`src/bps_pkg.sv`:
```
// shared types and constants for the bitonic peak search core
package bps_pkg;

    localparam int VALUE_W = 32;
    localparam int PEAK_W  = 14;

    // one incoming array element
    typedef struct packed {
        logic signed [VALUE_W-1:0] value;
        logic                      last;
    } item_t;

    // one search result
    typedef struct packed {
        logic [PEAK_W-1:0] peak_index;
        logic              overflow;
    } result_t;

endpackage

```
`src/bps_search.sv`:
```
// search sequencer: galloping probe then binary search over the store
module bps_search
    import bps_pkg::*;
#(
    parameter int MAX_LEN = 16384
)
(
    input  logic                                 clk,
    input  logic                                 rst_n,
    input  logic                                 start,
    input  logic [$clog2(MAX_LEN+1)-1:0]         count,
    output logic [$clog2(MAX_LEN)-1:0]           rd_addr,
    input  logic signed [VALUE_W-1:0]            rd_data,
    output logic                                 done,
    output logic [$clog2(MAX_LEN)-1:0]           index
);

    localparam int AW = $clog2(MAX_LEN);
    localparam int CW = $clog2(MAX_LEN + 1);
    localparam int PW = CW + 1;

    typedef enum logic [3:0] {
        S_IDLE,
        S_GCHK,
        S_GRD1,
        S_GCMP,
        S_BCHK,
        S_BRD1,
        S_BRD2,
        S_BDEC
    } state_t;

    state_t                    state_reg;
    logic [PW-1:0]             probe_reg;
    logic [CW-1:0]             n_reg;
    logic [AW-1:0]             lo_reg;
    logic [AW-1:0]             hi_reg;
    logic [AW-1:0]             mid_reg;
    logic                      pair_reg;
    logic signed [VALUE_W-1:0] w0_reg;
    logic signed [VALUE_W-1:0] w1_reg;
    logic                      done_reg;
    logic [AW-1:0]             index_reg;

    logic [PW-1:0]             probe_inc;
    logic                      probe_in_range;
    logic [PW-1:0]             probe_half;
    logic [AW-1:0]             gallop_lo;
    logic [AW:0]               lo_inc;
    logic [AW-1:0]             mid_c;
    logic                      done_next;

    // gallop bounds
    assign probe_inc      = probe_reg + PW'(1);
    assign probe_in_range = probe_inc < {1'b0, n_reg};
    assign probe_half     = probe_reg >> 1;
    assign gallop_lo      = (probe_half > PW'(hi_reg)) ? hi_reg : probe_half[AW-1:0];

    // span midpoint
    assign lo_inc = {1'b0, lo_reg} + (AW+1)'(1);
    assign mid_c  = lo_reg + ((hi_reg - lo_reg) >> 1);

    // a search ends on a settled span, a final pair or a peak at mid
    assign done_next = ((state_reg == S_BCHK) && (lo_reg >= hi_reg)) ||
                       ((state_reg == S_BRD2) && pair_reg) ||
                       ((state_reg == S_BDEC) && (w1_reg > w0_reg) && (w1_reg > rd_data));

    // read address for the current step
    always_comb
    begin
        rd_addr = '0;
        unique case (state_reg)
            S_GCHK:  rd_addr = probe_reg[AW-1:0];
            S_GRD1:  rd_addr = probe_inc[AW-1:0];
            S_BCHK:  rd_addr = (lo_inc == {1'b0, hi_reg}) ? lo_reg : mid_c - AW'(1);
            S_BRD1:  rd_addr = pair_reg ? hi_reg : mid_reg;
            S_BRD2:  rd_addr = mid_reg + AW'(1);
            default: rd_addr = '0;
        endcase
    end

    // sequencer state and registered outputs
    always_ff @(posedge clk or negedge rst_n)
    begin
        if (!rst_n)
        begin
            state_reg <= S_IDLE;
            done_reg  <= 1'b0;
        end
        else
        begin
            done_reg <= done_next;
            unique case (state_reg)
                S_IDLE:
                begin
                    if (start)
                    begin
                        n_reg     <= count;
                        probe_reg <= PW'(1);
                        lo_reg    <= '0;
                        hi_reg    <= AW'(count - CW'(1));
                        state_reg <= S_GCHK;
                    end
                end
                S_GCHK:
                begin
                    if (probe_in_range)
                    begin
                        state_reg <= S_GRD1;
                    end
                    else
                    begin
                        lo_reg    <= gallop_lo;
                        state_reg <= S_BCHK;
                    end
                end
                S_GRD1:
                begin
                    w0_reg    <= rd_data;
                    state_reg <= S_GCMP;
                end
                S_GCMP:
                begin
                    if (w0_reg > rd_data)
                    begin
                        lo_reg    <= probe_half[AW-1:0];
                        hi_reg    <= probe_reg[AW-1:0];
                        state_reg <= S_BCHK;
                    end
                    else
                    begin
                        probe_reg <= probe_reg << 1;
                        state_reg <= S_GCHK;
                    end
                end
                S_BCHK:
                begin
                    if (lo_reg >= hi_reg)
                    begin
                        index_reg <= lo_reg;
                        state_reg <= S_IDLE;
                    end
                    else
                    begin
                        pair_reg  <= (lo_inc == {1'b0, hi_reg});
                        mid_reg   <= mid_c;
                        state_reg <= S_BRD1;
                    end
                end
                S_BRD1:
                begin
                    w0_reg    <= rd_data;
                    state_reg <= S_BRD2;
                end
                S_BRD2:
                begin
                    if (pair_reg)
                    begin
                        index_reg <= (w0_reg > rd_data) ? lo_reg : hi_reg;
                        state_reg <= S_IDLE;
                    end
                    else
                    begin
                        w1_reg    <= rd_data;
                        state_reg <= S_BDEC;
                    end
                end
                S_BDEC:
                begin
                    // w0 is mid-1, w1 is mid, read data is mid+1
                    if ((w1_reg > w0_reg) && (w1_reg > rd_data))
                    begin
                        index_reg <= mid_reg;
                        state_reg <= S_IDLE;
                    end
                    else
                    begin
                        if ((w1_reg > rd_data) && (w0_reg > w1_reg))
                        begin
                            hi_reg <= mid_reg - AW'(1);
                        end
                        else
                        begin
                            lo_reg <= mid_reg + AW'(1);
                        end
                        state_reg <= S_BCHK;
                    end
                end
                default:
                begin
                    state_reg <= S_IDLE;
                end
            endcase
        end
    end

    assign done  = done_reg;
    assign index = index_reg;

endmodule

```
`config.mk`:
```
export PLATFORM = sky130hd
export DESIGN_NAME = bps_search
export DESIGN_NICKNAME = d
export VERILOG_FILES = /design/src/bps_pkg.sv /design/src/bps_search.sv
export SDC_FILE = /design/constraint.sdc
export NUM_CORES = 1
export LEC_CHECK = 0
export ABC_AREA = 1
export BUFFER_PORTS_ARGS = -buffer_cell sky130_fd_sc_hd__clkbuf_2
export CAP_MARGIN = 40
export CORE_UTILIZATION = 60
export CTS_CLUSTER_DIAMETER = 150
export CTS_CLUSTER_SIZE = 40
export DETAILED_ROUTE_END_ITERATION = 7
export PLACE_DENSITY = 0.78
export SLEW_MARGIN = 20
export SYNTH_ARGS = -nofsm -noshare
export SYNTH_HDL_FRONTEND = slang
export SYNTH_SLANG_ARGS = --single-unit
export TNS_END_PERCENT = 10
```
`constraint.sdc`:
```
create_clock -name clk -period 4.33 [get_ports clk]
set_input_delay 0.2165 -clock clk [delete_from_list [all_inputs] [get_ports clk]]
set_output_delay 0.2165 -clock clk [all_outputs]
set_load 0.03 [all_outputs]
```
## Yosys cells after proc, flatten, opt, wreduce, memory -nomap -nowiden

Index checks and enable logic that the tools add are counted.

| storage, ports and cells | value |
|---|---|
| register bits after elaboration | 157 |
| bits of input ports | 50 |
| output and inout port bits | 29 |
| logic and storage cells | 98 |

| cells by class | value |
|---|---|
| $add $sub $neg | 8 |
| $lt $le $gt $ge | 7 |
| equality and inequality tests | 18 |
| mux-type cells | 30 |
| bitwise gates (word level) | 2 |
| reductions and logical operators | 22 |

Operator list:

| operator | count |
|---|---|
| 14-bit two-way mux | 16 |
| 32-bit greater-than comparator | 4 |
| 14-bit case mux with 3 select lines | 2 |
| 14-bit case mux with 5 select lines | 1 |
| 14-bit case mux with 4 select lines | 1 |
| 14-bit by 1-bit subtractor with 14-bit output (second input constant) | 3 |
| 16-bit two-way mux | 2 |
| 16-bit case mux with 2 select lines | 1 |
| 4-bit case mux with 8 select lines | 1 |
| 16-bit by 1-bit adder with 16-bit output (second input constant) | 1 |
| 4-bit by 3-bit equality test with 1-bit output (second input constant) | 4 |
| 16-bit by 15-bit less-than comparator with 1-bit output | 1 |
| 14-bit by 1-bit adder with 15-bit output (second input constant) | 1 |
| 15-bit by 14-bit equality test with 1-bit output | 1 |
| 15-bit by 14-bit greater-than comparator with 1-bit output | 1 |
| 3-bit two-way mux | 5 |
| 14-bit by 1-bit adder with 14-bit output (second input constant) | 1 |
| 14-bit by 13-bit adder with 14-bit output | 1 |
| 14-bit >= comparator | 1 |
| 2-bit inequality test (second input constant) | 7 |
| 14-bit subtractor | 1 |
| 3-bit AND reduction | 3 |
| 4-bit by 2-bit equality test with 1-bit output (second input constant) | 2 |
| 7-bit AND reduction | 1 |
| 15 further kinds | 25 |

## Logic depth before layout (Yosys ltp)

Gate-level depths: netlist of the first run.

| depth | value |
|---|---|
| word-level depth | 5 |
| mapped depth | 25 |
| mapped depth without buffers | 25 |

## Worst setup path before layout of the first run

No wires, ideal clock.

| timing path | value |
|---|---|
| path type | reg-to-output |
| start | register lo_reg[0] |
| end | output rd_addr[13] |
| data arrival time | 3.579 ns |
| data required time | 4.113 ns |
| slack | 0.534 ns |
| stages on the path, launching flop included | 23 |
| buffers on the path | 0 |
| path through | edfxtp_1 -> ha_1 -> fa_1 -> o21ai_0 -> a31oi_1 -> o21ai_0 -> a21boi_0 -> xnor2_1 -> ha_1 -> inv_1 -> o21ai_0 -> inv_1 -> nor2_1 -> nor2_1 -> nand2_1 -> nand2_1 -> nand2_1 -> nand2_1 -> nor2_1 -> nand4_1 -> nand3_1 -> nand2_1 -> nand2_1 |

| on the way | value |
|---|---|
| word-level cells in the longest chain between the ends | 5 |
| elaborated cells between the ends (all ways) | 7 |
| classes of those cells | 4 x add/sub; 1 x eq/ne; 2 x mux |

RTL lines:

| what | line | text |
|---|---|---|
| start, declared | bps_search.sv:36 | `logic [AW-1:0] lo_reg;` |
| start signal, assigned | bps_search.sv:113 | `lo_reg <= gallop_lo;` |
| start signal, assigned | bps_search.sv:126 | `lo_reg <= probe_half[AW-1:0];` |
| start signal, assigned | bps_search.sv:184 | `lo_reg <= mid_reg + AW'(1);` |
| 14-bit subtractor | bps_search.sv:61 | `assign mid_c = lo_reg + ((hi_reg - lo_reg) >> 1);` |
| 14-bit by 13-bit adder with 14-bit output | bps_search.sv:61 |  |
| 14-bit by 1-bit subtractor with 14-bit output | bps_search.sv:75 | `S_BCHK: rd_addr = (lo_inc == {1'b0, hi_reg}) ? lo_reg : mid_c - AW'(1);` |
| 14-bit two-way mux (*) | bps_search.sv:75 |  |
| 14-bit case mux with 5 select lines (*) | bps_search.sv:72 | `unique case (state_reg)` |
| end, declared | bps_search.sv:12 | `output logic [$clog2(MAX_LEN)-1:0] rd_addr,` |

Mark *: on every way between the ends. The rest lies on a longest branch, timed or not.

## Worst setup path after layout of the first run

| timing path | value |
|---|---|
| start | register hi_reg[1] |
| end | output rd_addr[10] |

| on the way | value |
|---|---|
| word-level cells in the longest chain between the ends | 5 |
| elaborated cells between the ends (all ways) | 6 |
| classes of those cells | 3 x add/sub; 1 x eq/ne; 2 x mux |

RTL lines:

| what | line | text |
|---|---|---|
| start, declared | bps_search.sv:37 | `logic [AW-1:0] hi_reg;` |
| start signal, assigned | bps_search.sv:101 | `hi_reg <= AW'(count - CW'(1));` |
| start signal, assigned | bps_search.sv:127 | `hi_reg <= probe_reg[AW-1:0];` |
| start signal, assigned | bps_search.sv:180 | `hi_reg <= mid_reg - AW'(1);` |
| 14-bit subtractor | bps_search.sv:61 |  |
| 14-bit by 13-bit adder with 14-bit output | bps_search.sv:61 |  |
| 14-bit by 1-bit subtractor with 14-bit output | bps_search.sv:75 |  |
| 14-bit two-way mux (*) | bps_search.sv:75 |  |
| 14-bit case mux with 5 select lines (*) | bps_search.sv:72 |  |

Marks and branches as above.

==> results of run 1 <==
==> cell usage after synthesis (4+ instances only) <==
cell type  instances
o21ai_1            4
inv_2              6
o21ai_0          107
nor2_2             8
a31oi_1            5
a2111oi_0          4
nor2_1           135
clkbuf_1          15
o21bai_1          20
inv_1            250
xnor2_1           14
nand2_1          402
o21a_1            11
dfrtp_1            4
a211oi_1           5
o211ai_1           7
nand3_1           89
xor2_1            36
buf_2              6
or2_2              6
nand3b_1          10
nand4_1           30
ha_1             157
nor3_1            14
edfxtp_1         152
a21oi_1          106
nand2_2            8
nor4_1             5
==> critical path: cells and delay by family (launching register included) <==
family,cells,cell delay [ps]
adder cells (fa/ha/maj),2,600
buffers and inverters,3,510
flip-flops,1,380
XOR/XNOR,1,160
AO/OA/AOI/OAI,3,530
AND/OR/NAND/NOR,15,1430
==> through the flow <==
stage	setup WS (ps)	cell area [um2]	power (mW)
2_1_floorplan	534	12900	7.81
3_3_place_gp	126	13800	9.59
6_report	73.0	15300	12.8
4_1_cts	-6.67	15000	11.6
5_1_grt	-124	15300	13.7
3_5_place_dp	-11.5	13800	9.76
==> power breakdown <==
group	total, mW	switching, mW	internal (mW)
Clock	1.59	0.714	0.876
Combinational	8.72	5.58	3.14
Sequential	2.51	0.293	2.22
==> layout make-up <==
type | instances | area, um2
inverters | 258 | 971
fillers | 1546 | 5750
clock inverters | 14 | 170
well taps | 275 | 344
clock buffers | 18 | 429
repair buffers | 170 | 1260
multi-input cells | 1215 | 7500
flip-flops and latches | 156 | 4660
==> what timing repair did <==
| item | CTS | global route |
|---|---|---|
| gates resized for setup | 25 | 67 |
| setup endpoints to repair | 6 | 9 |
| hold buffers | 44 | 0 |
| setup buffers | 6 | 10 |
| endpoints found under the hold margin | 76 | 0 |
| cloned | 0 | 0 |
| pin swaps | 5 | 23 |
==> worst min-delay path by stage <==
stage                           endpoint  cells past startpoint  slack (ps)
global route        w0_reg[21]$_DFFE_PP_                      1           5
floorplan                 done$_DFF_PN0_                      0         -80
global placement          done$_DFF_PN0_                      1          60
detailed placement        done$_DFF_PN0_                      1          60
finish              w0_reg[21]$_DFFE_PP_                      1           5
CTS                 w0_reg[21]$_DFFE_PP_                      1           2
==> cells by family after synthesis <==
logic type | after synthesis
simple gates | 721
compound gates | 284
buf+inv | 283
fa+ha+maj | 159
flops | 156
xor+xnor | 51
==> routing by layer <==
layer | track usage (%) | up-vias | share of wire [%] | wire length (um)
li1 | - | 5903 | - | -
met1 | 46.2 | 5540 | 42 | 15600
met2 | 54.1 | 680 | 45 | 16900
met3 | 3.98 | 92 | 9.3 | 3440
met4 | 14.1 | 0 | 3.4 | 1270
met5 | 0 | - | 0 | 0
==> results.txt, run 1 <==
The run finished with clean final reports. From left edge to right edge, the die measures 149 um. The clock transition time at the flip-flop clock pins of the worst setup and hold paths is 70 ps. The critical path in this run is classified as reg2out. Once the floorplan was initialized, standard cells occupied 61.4% of the core. Counting stages on the worst path, the most repeated cell is nand2_1. The depth of the CTS H-tree came out at 4. The TritonCTS buffer count came out at 17. The die height is 149 um. The number of search-and-repair iterations in the first detailed-routing pass came out at 5. The initial antenna violation count came out at 0.

Setup total negative slack on the finished layout was measured at 0 ps. The most used flip-flop cell after synthesis is edfxtp_1. The area of the core came out at 0.0211 mm2. The antenna diode instance count came out at 0.

After technology mapping, the gate count stands at 1654. The worst register-to-register path begins at probe_reg[0]$_SDFFCE_PN1P_. The timing endpoint of the critical path is rd_addr[10]. The maximum net fanout on the critical path is 4. The share of synthesized cell area in full adder, half adder and majority cells is 15.5%. Leaving out fill and tap cells, the most frequent cell in the layout is nand2_1. For this run, the number of Yosys warnings is 0. The count of pins over their slew limit is 0.

The post-synthesis net count came out at 1863. Tracing the worst setup path back leads to its startpoint at hi_reg[1]$_DFFE_PP_. The library cells used most frequently in the layout, excluding fill and tap cells, are nand2_1, inv_1, edfxtp_1. In this run the register-to-register setup slack is 700 ps. The length in cells of the worst reg-to-reg path came out at 19.

The post-route minimum period came out at 4260 ps. The critical path goes through buf_4, ha_1, nand2_2, o21ai_4, nand2_1, o211ai_1, buf_4, xor2_1, ha_1, nand2_1, nand2_1, a21oi_2, nand3b_1, nand2_2, nand2_1, nor2_4, nand2_1, nor2_2, nand2_1, nand2_1, nand3_1, nand2_1, nand2_1, buf_6. In this run the core area contains 53 standard-cell rows. The number of buffers inserted by port buffering came out at 78. The achievable clock frequency is 235 MHz. The launch instance of the worst min-delay path is rd_data[21]. The antenna violation net count after detailed routing is 0.

Of the synthesized area, sequential elements account for 36.0%. Summing the areas of all compound-gate instances in the mapped netlist gives 12.4% of the synthesized area. Ranked by total cell area, the synthesized netlist is headed by edfxtp_1, ha_1, nand2_1. The fraction of layout instances using a drive strength above 1 came out at 14.2%. After global routing the overflow that remains totals 0. The total via count in the routed design is 12200. The biggest area consumer among synthesized cells is edfxtp_1. The xor/xnor cell area share of the yosys netlist is 3.56%.

The pin slew with the least headroom to its limit is 872 ps. The worst hold-check path type is in2reg. The pin count of the biggest net entering global routing is 37. The delay of the slowest cell on the worst path came out at 380 ps. The required time reported for the critical path endpoint is 4110 ps.

The number of cells after detailed placement is 2011. For the worst setup path, the data arrival time is 4040 ps. Setup repair after global routing could not meet its margin everywhere. Across the run, the number of max-cap violations was 0.

The total number of clock tree sinks is 156. After detailed routing, the number of remaining DRC violations is 0. The share of the cycle needed by the critical path after routing is 98.3%.

The post-layout net count came out at 2027. The worst-case headroom to the max-slew limit came out at 40.3%. In this run, distinct cell masters in the synthesized netlist total 53. The via count of the first global-routing pass came to 11400. In this run the critical register-to-register path is captured at lo_reg[10]$_DFFE_PP_. The top cell type by area accounts for 35.3% of the synthesized area. The leakage power total is 7.34 nW. The worst hold slack across all endpoints came out at 4.62 ps. The average routed wire per standard cell is 17.7 um. Of the total synthesized cell area, the portion taken by AND, OR, NAND and NOR gates is 24.1%. Global routing consumed, over all layers together, 33.7% of the routing resources. The areal power density over the cells is 836 mW/mm2.

The first global-routing pass estimated 57.5 mm of wire. The initial detailed-routing violation count is 1266. The maximum root-to-sink buffer count is 2. The clock latency reported for the late side of the worst-skew pair is 440 ps.

TritonCTS built the clock tree. Of the post-synthesis cell area, the part taken by muxes is 0%. The final routed wirelength across all metal layers is 37.2 mm. Setup violations remaining at the end of the flow were counted as 0. The final standard cell count with taps included and fillers excluded is 2106. The global placer's final weighted congestion is 1.00. The share of flip-flops with an asynchronous set or reset after synthesis is 2.56%.

The number of enable flip-flop cells after synthesis came out at 152. After synthesis the netlist holds a flip-flop and latch count of 156. The final design utilization came out at 72.7%.

The mapped cell area came out at 0.0129 mm2. The worst voltage drop across the vdd grid came out at 0.552 mV. The die covers 0.0222 mm2. The worst setup path is launched from a flop. For this design the top-level I/O count stands at 79. After detailed routing, the number of vias per cell comes to 5.80. The slowest stage of the critical path belongs to the cell edfxtp_1. After synthesis, the largest family of logic cells by area is simple AND/OR/NAND/NOR gates. Between clock sinks in the finished design, the worst skew comes to 12.9 ps. The tree is rooted in a clkbuf_16.

The worst setup path is captured at an output pin. The final hold violation count is 0. The growth of design area from synthesis to finish is 18.5%. Detailed placement finished with a half-perimeter wire length of 27.7 mm.

The average size of a mapped cell is 7.82 um2.
No activity file was read; power rests on OpenSTA's default activity.
==> run 2, diff against run 1 <==
- REMOVE_ABC_BUFFERS: not set -> 1
==> run 2 against run 1 <==
- first-iteration DRC count rose by 2.8%
- routed wire length increased by 2.0%
- utilization up 0.70 points
- critical path depth down 3
- cell count rose by 0.19%
- hold slack improved by 1.1 ps
- global-route usage is 1.1 points higher
- sequential power is essentially flat
- non-clock buffer count grew 4
- total power increased by 5.2%
- die area did not move
- largest cell class unchanged
==> results.txt, run 2 (synthesized netlist as in run 1, its figures left out) <==
Leaving out fill and tap cells, the most frequent cell in the layout is nand2_1. Setup repair after global routing could not meet its margin everywhere. The depth of the CTS H-tree is 4 (unchanged). The post-layout net count came out at 2031 (+0.20%).

The setup slack at placement came out at 41.3 ps (+52.9 ps). The average routed wire per standard cell is 18.0 um (+1.8%). The total number of clock tree sinks came out at 156 (unchanged). The final routed wirelength across all metal layers was 37.9 mm (+2.0%). The cell depth of the worst hold path is 1 (unchanged). The post-route minimum period is 4240 ps (-17.6 ps). The I/O pin total came out at 79 (unchanged). The element type at the critical path start is a flop.

The cell area after placement came out at 0.0139 mm2 (+0.54%). The cell occurring most often along the worst timing path is nand2_2. The number of buffers inserted by port buffering came out at 78 (unchanged). The number of standard-cell rows in the floorplan is 53 (unchanged). The length in cells of the worst reg-to-reg path is 21 (+2). The count of pins over their slew limit came out at 0 (unchanged).

The top cell types in the final layout, fill and taps aside, are nand2_1, inv_1, edfxtp_1. The growth of design area from synthesis to finish came out at 19.7%. The leakage power total was 7.37 nW (+0.46%). The die height came out at 149 um (unchanged). The number of remaining DRC errors was 0 (unchanged). The total via count in the routed design is 12200 (-0.25%). The clock transition time at the flip-flop clock pins of the worst setup and hold paths is 70 ps (about the same). The maximum root-to-sink buffer count is 2 (unchanged). The launch instance of the worst min-delay path is rd_data[10].

The worst setup path is captured at an output pin. The total stage count of the critical path came out at 21 (-13%). The maximum net fanout on the critical path is 4 (unchanged). The path with the worst hold slack has its endpoint at w1_reg[10]$_DFFE_PP_.

The die span in x is 149 um (unchanged). The reg-to-reg setup timing slack is 880 ps (+180 ps). The global placer's final weighted congestion is 0.957 (-4.7%). The area of the core is 0.0211 mm2 (unchanged). The global routing usage summed across all routing layers is 34.8% (+1.1 points).

The run finished with clean final reports. The initial detailed-routing violation count came out at 1302 (+2.8%). The root buffer cell chosen for the clock tree is clkbuf_16. The initial antenna violation count was 0 (unchanged). The via-per-instance ratio was 5.77 (-0.43%).

The number of search-and-repair iterations in the first detailed-routing pass was 6 (+1). The final setup violation count is 0 (unchanged). The startpoint identified for the worst register-to-register timing path is probe_reg[0]$_SDFFCE_PN1P_. The count of buffering cells on the critical path with inverters included came to 4 (+1). The post-route cell area is 0.0155 mm2 (+0.96%).

The via count of the first global-routing pass came out at 11500 (+0.59%). The clock latency reported for the late side of the worst-skew pair came out at 440 ps (about the same). The number of violations of the max-capacitance limit is 0 (unchanged). TritonCTS built the clock tree. The slowest cell on the critical path is edfxtp_1. The areal power density over the cells was 871 mW/mm2 (+4.2%). The end of the worst register-to-register path is lo_reg[10]$_DFFE_PP_.

The detailed-placement wirelength estimate came out at 28.8 mm (+3.9%). The worst clock skew was 11.2 ps (-1.70 ps). The global-route wire length before repair came out at 59.2 mm (+3.1%).

The achievable clock frequency is 236 MHz (+0.42%). The total power came out at 13.5 mW (+5.2%). The die footprint is 0.0222 mm2 (unchanged). The required time reported for the critical path endpoint is 4110 ps (about the same).

Traced cell by cell, the critical path runs through ha_4, fa_2, o21ai_4, a31oi_4, buf_4, xnor2_1, ha_1, nand2_2, inv_2, a21oi_2, nand3b_1, nand2_2, nand2_2, nor2_2, buf_6, nand2_2, nor2_4, nand3b_1, nand3_1, nand2_1, buf_4. The final hold violation count is 0 (unchanged). The delay of the slowest cell on the worst path was 440 ps (+60 ps). Grouping stages by cell kind, the critical path spends the most delay in simple AND/OR/NAND/NOR gates. The TritonCTS buffer count is 17 (unchanged).

The worst-case headroom to the max-slew limit came to 43.5% (+3.2 points). The worst voltage drop across the vdd grid is 0.857 mV (+55%). The setup slack of the critical path after layout is 90.6 ps (+17.6 ps).

The critical path is of the reg2out type. The antenna diode instance count came out at 0 (unchanged). The summed negative setup slack over all endpoints is 0 ps (unchanged). The pin count of the biggest net entering global routing came to 37 (unchanged).

The worst hold-check path type is in2reg. The antenna violation net count after detailed routing came to 0 (unchanged). The arrival time at the worst endpoint came out at 4020 ps (-20 ps).

The pin slew with the least headroom to its limit is 826 ps (-46.2 ps). The effective utilization at floorplan was 61.4% (unchanged). The total overflow reported by the global router is 0 (unchanged). The fraction of layout instances using a drive strength above 1 came out at 16.3% (+2.1 points). The share of the cycle needed by the critical path after routing was 97.9% (-0.41 points).
run 2: per-layer routing:
metal / GRT usage [%] / part of all wire, % / vias to the layer above
li1: - / - / 5896
met4: 9.23 / 2.4 / 0
met5: 0 / 0 / -
met2: 56.1 / 45 / 624
met3: 3.98 / 9.6 / 84
met1: 49.5 / 43 / 5581
run 2: where the power goes:
group | internal (mW) | switching [mW]
combinational | 3.47 | 5.95
clock | 0.865 | 0.684
sequential | 2.22 | 0.304
total | 6.56 | 6.94
run 2: metrics by stage:
| step | hold WS (ps) | util (%) | std cells |
|---|---|---|---|
| floorplan | -79.1 | - | 1629 |
| global placement | 55.6 | 65.7 | 2019 |
| detailed placement | 59.4 | 65.9 | 2021 |
| CTS | 0.492 | 70.8 | 2092 |
| global route | 4.54 | 73.4 | 2110 |
| finish | 5.67 | 73.4 | 2110 |
run 2: worst max path at each step:
stage                                   start          end  slack, ps
after global routing      lo_reg[0]$_DFFE_PP_  rd_addr[13]       -100
final                     lo_reg[0]$_DFFE_PP_   rd_addr[8]         90
after global placement    hi_reg[2]$_DFFE_PP_  rd_addr[12]         30
after CTS                 hi_reg[0]$_DFFE_PP_  rd_addr[10]         -8
after detailed placement  hi_reg[0]$_DFFE_PP_  rd_addr[13]         40
after floorplan           lo_reg[0]$_DFFE_PP_  rd_addr[13]        530
run 2: timing repair:
item / in CTS / in global routing
endpoints found under the hold margin: 60 / 1
setup endpoints to repair: 9 / 9
hold buffers: 34 / 1
setup buffers: 5 / 15
resized for setup: 24 / 115
pin swaps: 2 / 45
run 2: worst reg2reg max path, stage by stage (launching register included):
cell and delay [ps]:
edfxtp_1 430, ha_1 190, nand2_1 50, inv_1 80, nand2_1 70, nor2_1 160
nand2_1 150, nor3_1 180, buf_4 170, nand3_1 130, nor2_1 150, xor2_1 90
ha_1 270, inv_1 40, a21oi_1 170, nand2_1 80, nor2_1 90, nor2_1 60
nand3_1 130, nand2_1 70, nor2_1 90, buf_4 270
run 2: cell type report:
class,count,area [um2]
clock buffers,18,429
clock inverters,14,156
fillers,1675,5600
inverters,258,968
multi-input cells,1215,7640
flip-flops and latches,156,4660
well taps,275,344
repair buffers,174,1290
==> run 3, diff against run 2 <==
- BUFFER_PORTS_ARGS: -buffer_cell sky130_fd_sc_hd__clkbuf_2 -> -buffer_cell sky130_fd_sc_hd__buf_2
==> run 3 against run 2 <==
- combinational power is 3.0% higher
- utilization is 0.69 points higher
- clock-buffer cell count is 1 lower
- via count is 0.64% higher
- sequential power hardly changed
==> results.txt, run 3 (synthesized netlist as in run 1, its figures left out) <==
The total via count in the routed design came out at 12300 (+0.64%). The final routed wirelength across all metal layers was 37.7 mm (-0.61%). The number of violations of the max-capacitance limit came out at 0 (unchanged). The cell area after placement came to 0.0139 mm2 (about the same). The die span in x is 149 um (unchanged). The global placer's final weighted congestion came out at 0.983 (+2.7%). The die height is 149 um (unchanged). The required time reported for the critical path endpoint came to 4110 ps (about the same). The worst voltage drop across the vdd grid is 0.919 mV (+7.3%). The growth of design area from synthesis to finish came out at 20.8%.

The setup slack at placement came out at 14.8 ps (-26.6 ps). Leaving out fill and tap cells, the most frequent cell in the layout is nand2_1. The final setup violation count is 0 (unchanged). The pin slew with the least headroom to its limit came out at 839 ps (+12.9 ps).

The arrival time at the worst endpoint is 3980 ps (-40 ps). The average routed wire per standard cell is 17.7 um (-1.3%). The maximum net fanout on the critical path is 6 (+2). The clock transition time at the flip-flop clock pins of the worst setup and hold paths is 70 ps (about the same). The master cell of the clock root buffer is clkbuf_16.

The leakage power total came out at 7.42 nW (+0.74%). The summed negative setup slack over all endpoints is 0 ps (unchanged). The maximum root-to-sink buffer count is 2 (unchanged). In the layout the commonest cells are nand2_1, inv_1, edfxtp_1. The highest layer touched by signal routing is met4. The number of standard-cell rows in the floorplan is 53 (unchanged). The post-layout net count is 2046 (+0.74%). The total overflow reported by the global router came out at 0 (unchanged). The detailed-placement wirelength estimate came to 28.5 mm (-0.99%). The number of remaining DRC errors is 0 (unchanged). The initial antenna violation count is 0 (unchanged). Setup repair after global routing could not meet its margin everywhere. The share of the cycle needed by the critical path after routing came out at 96.9% (-1.1 points). By startpoint and endpoint, the worst setup path is classified as reg2out. The achievable clock frequency is 238 MHz (+1.1%).

The number of search-and-repair iterations in the first detailed-routing pass is 8 (+2). The depth of the CTS H-tree came out at 4 (unchanged). The die footprint came out at 0.0222 mm2 (unchanged). The length of routed wiring on met1 came to 16.3 mm (about the same). The total number of clock tree sinks was 156 (unchanged). The tightest min-delay check is of the in2reg type. The footprint of the multi-input gates was 0.00767 mm2 (+0.39%). The fraction of layout instances using a drive strength above 1 is 17.2% (+0.84 points). TritonCTS built the clock tree.

The area of the core came out at 0.0211 mm2 (unchanged). The initial detailed-routing violation count came out at 1237 (-5.0%). The setup slack of the critical path after layout is 136 ps (+45.5 ps).

The clock latency reported for the late side of the worst-skew pair is 440 ps (about the same). The via count of the first global-routing pass was 11400 (-0.69%). The via-per-instance ratio is 5.77 (about the same). The pin count of the biggest net entering global routing is 37 (unchanged). The global routing usage summed across all routing layers is 34.2% (-0.51 points). The count of pins over their slew limit is 0 (unchanged).

The final hold violation count is 0 (unchanged). The amount of wire on met2 after detailed routing is 16.9 mm (-0.87%). STA classifies the critical path startpoint as a flop. The global-route wire length before repair is 58.0 mm (-2.1%). The number of fill cells in the layout is 1624 (-3.0%). The worst-case headroom to the max-slew limit is 42.6% (-0.88 points). The run finished with clean final reports. The post-route cell area is 0.0156 mm2 (+0.94%). The I/O pin total came out at 79 (unchanged). The TritonCTS buffer count is 17 (unchanged). The areal power density over the cells came out at 879 mW/mm2 (+0.90%). The effective utilization at floorplan came out at 61.4% (unchanged). The post-route minimum period was 4190 ps (-45.5 ps). The total length of routed met3 wires is 3.54 mm (-2.6%).

The total area of sequential cells was 0.00466 mm2 (unchanged). The antenna violation net count after detailed routing came out at 0 (unchanged). The worst clock skew came to 15.8 ps (+4.59 ps). STA classifies the critical path endpoint as an output pin.

The antenna diode instance count was 0 (unchanged). The number of buffers inserted by port buffering came to 78 (unchanged).
## run 3: cell count changes in the layout (fill, tap and decap cells not counted), sizes merged
cell and delta:
clkinvlp +1, inv -1, clkbuf -72, buf +79
dlygate4sd3 +7, clkinv +2, bufinv -1
## run 3: report_power, final
part	internal [mW]	switching, mW
Clock	0.810	0.695
Combinational	3.73	5.98
Sequential	2.22	0.311
Total	6.76	6.99
## run 3: through the flow
stage / hold slack (ps) / power (mW) / std cells / util, %
2_1_floorplan: -79.1 / 7.76 / 1629 / -
3_3_place_gp: 51.7 / 10.0 / 2021 / 65.7
3_5_place_dp: 52.8 / 10.1 / 2022 / 65.9
4_1_cts: 3.25 / 11.9 / 2101 / 71.0
5_1_grt: 1.73 / 14.7 / 2125 / 74.1
6_report: 6.87 / 13.7 / 2125 / 74.1
## run 3: path summary, 6_finish.rpt
check,end,from,slack [ps],depth (start not counted)
min in group asynchronous,done$_DFF_PN0_,rst_n,170,2
max in group asynchronous,state_reg[1]$_DFFE_PN0N_,rst_n,4000,2
setup reg to reg,lo_reg[5]$_DFFE_PP_,probe_reg[0]$_SDFFCE_PN1P_,820,21
hold reg to reg,done$_DFF_PN0_,state_reg[2]$_DFFE_PN0N_,680,2
hold / removal,w1_reg[21]$_DFFE_PP_,rd_data[21],7,1
setup / recovery,rd_addr[8],hi_reg[0]$_DFFE_PP_,140,21
## run 3: area by class of cell
class | count | area share [%]
clock buffer | 17 | 2.72
clock inverter | 15 | 0.960
inverter | 258 | 6.23
multi-input combinational | 1215 | 49.0
sequential | 156 | 29.8
tap | 275 | 2.20
timing repair buffer | 189 | 9.01
## run 3: what timing repair did
item	4_1_cts	5_1_grt
gates resized for setup	23	119
hold buffers	42	0
buffers inserted	5	23
pin swaps	3	44
hold endpoints to repair	71	0
setup endpoints to repair	9	9
## run 3: critical path, cell delays in order (launching register included)
cell	delay [ps]
edfxtp_1	390
inv_2	80
ha_4	170
fa_2	420
o21ai_4	210
xor2_2	180
ha_2	340
nand2_1	120
nand3_2	170
buf_6	170
nand2_1	60
nand3b_1	90
nand2_2	110
nand2_1	80
nor2_2	120
buf_6	130
nand2_2	70
nor2_4	130
nand3b_1	160
nand3_1	80
nand2_1	100
buf_6	140
## run 3: routing by layer
metal	GRT usage, %	up-vias
li1	-	5932
met4	11.2	0
met1	48.3	5633
met3	5.14	78
met5	1.36	-
met2	53.9	620
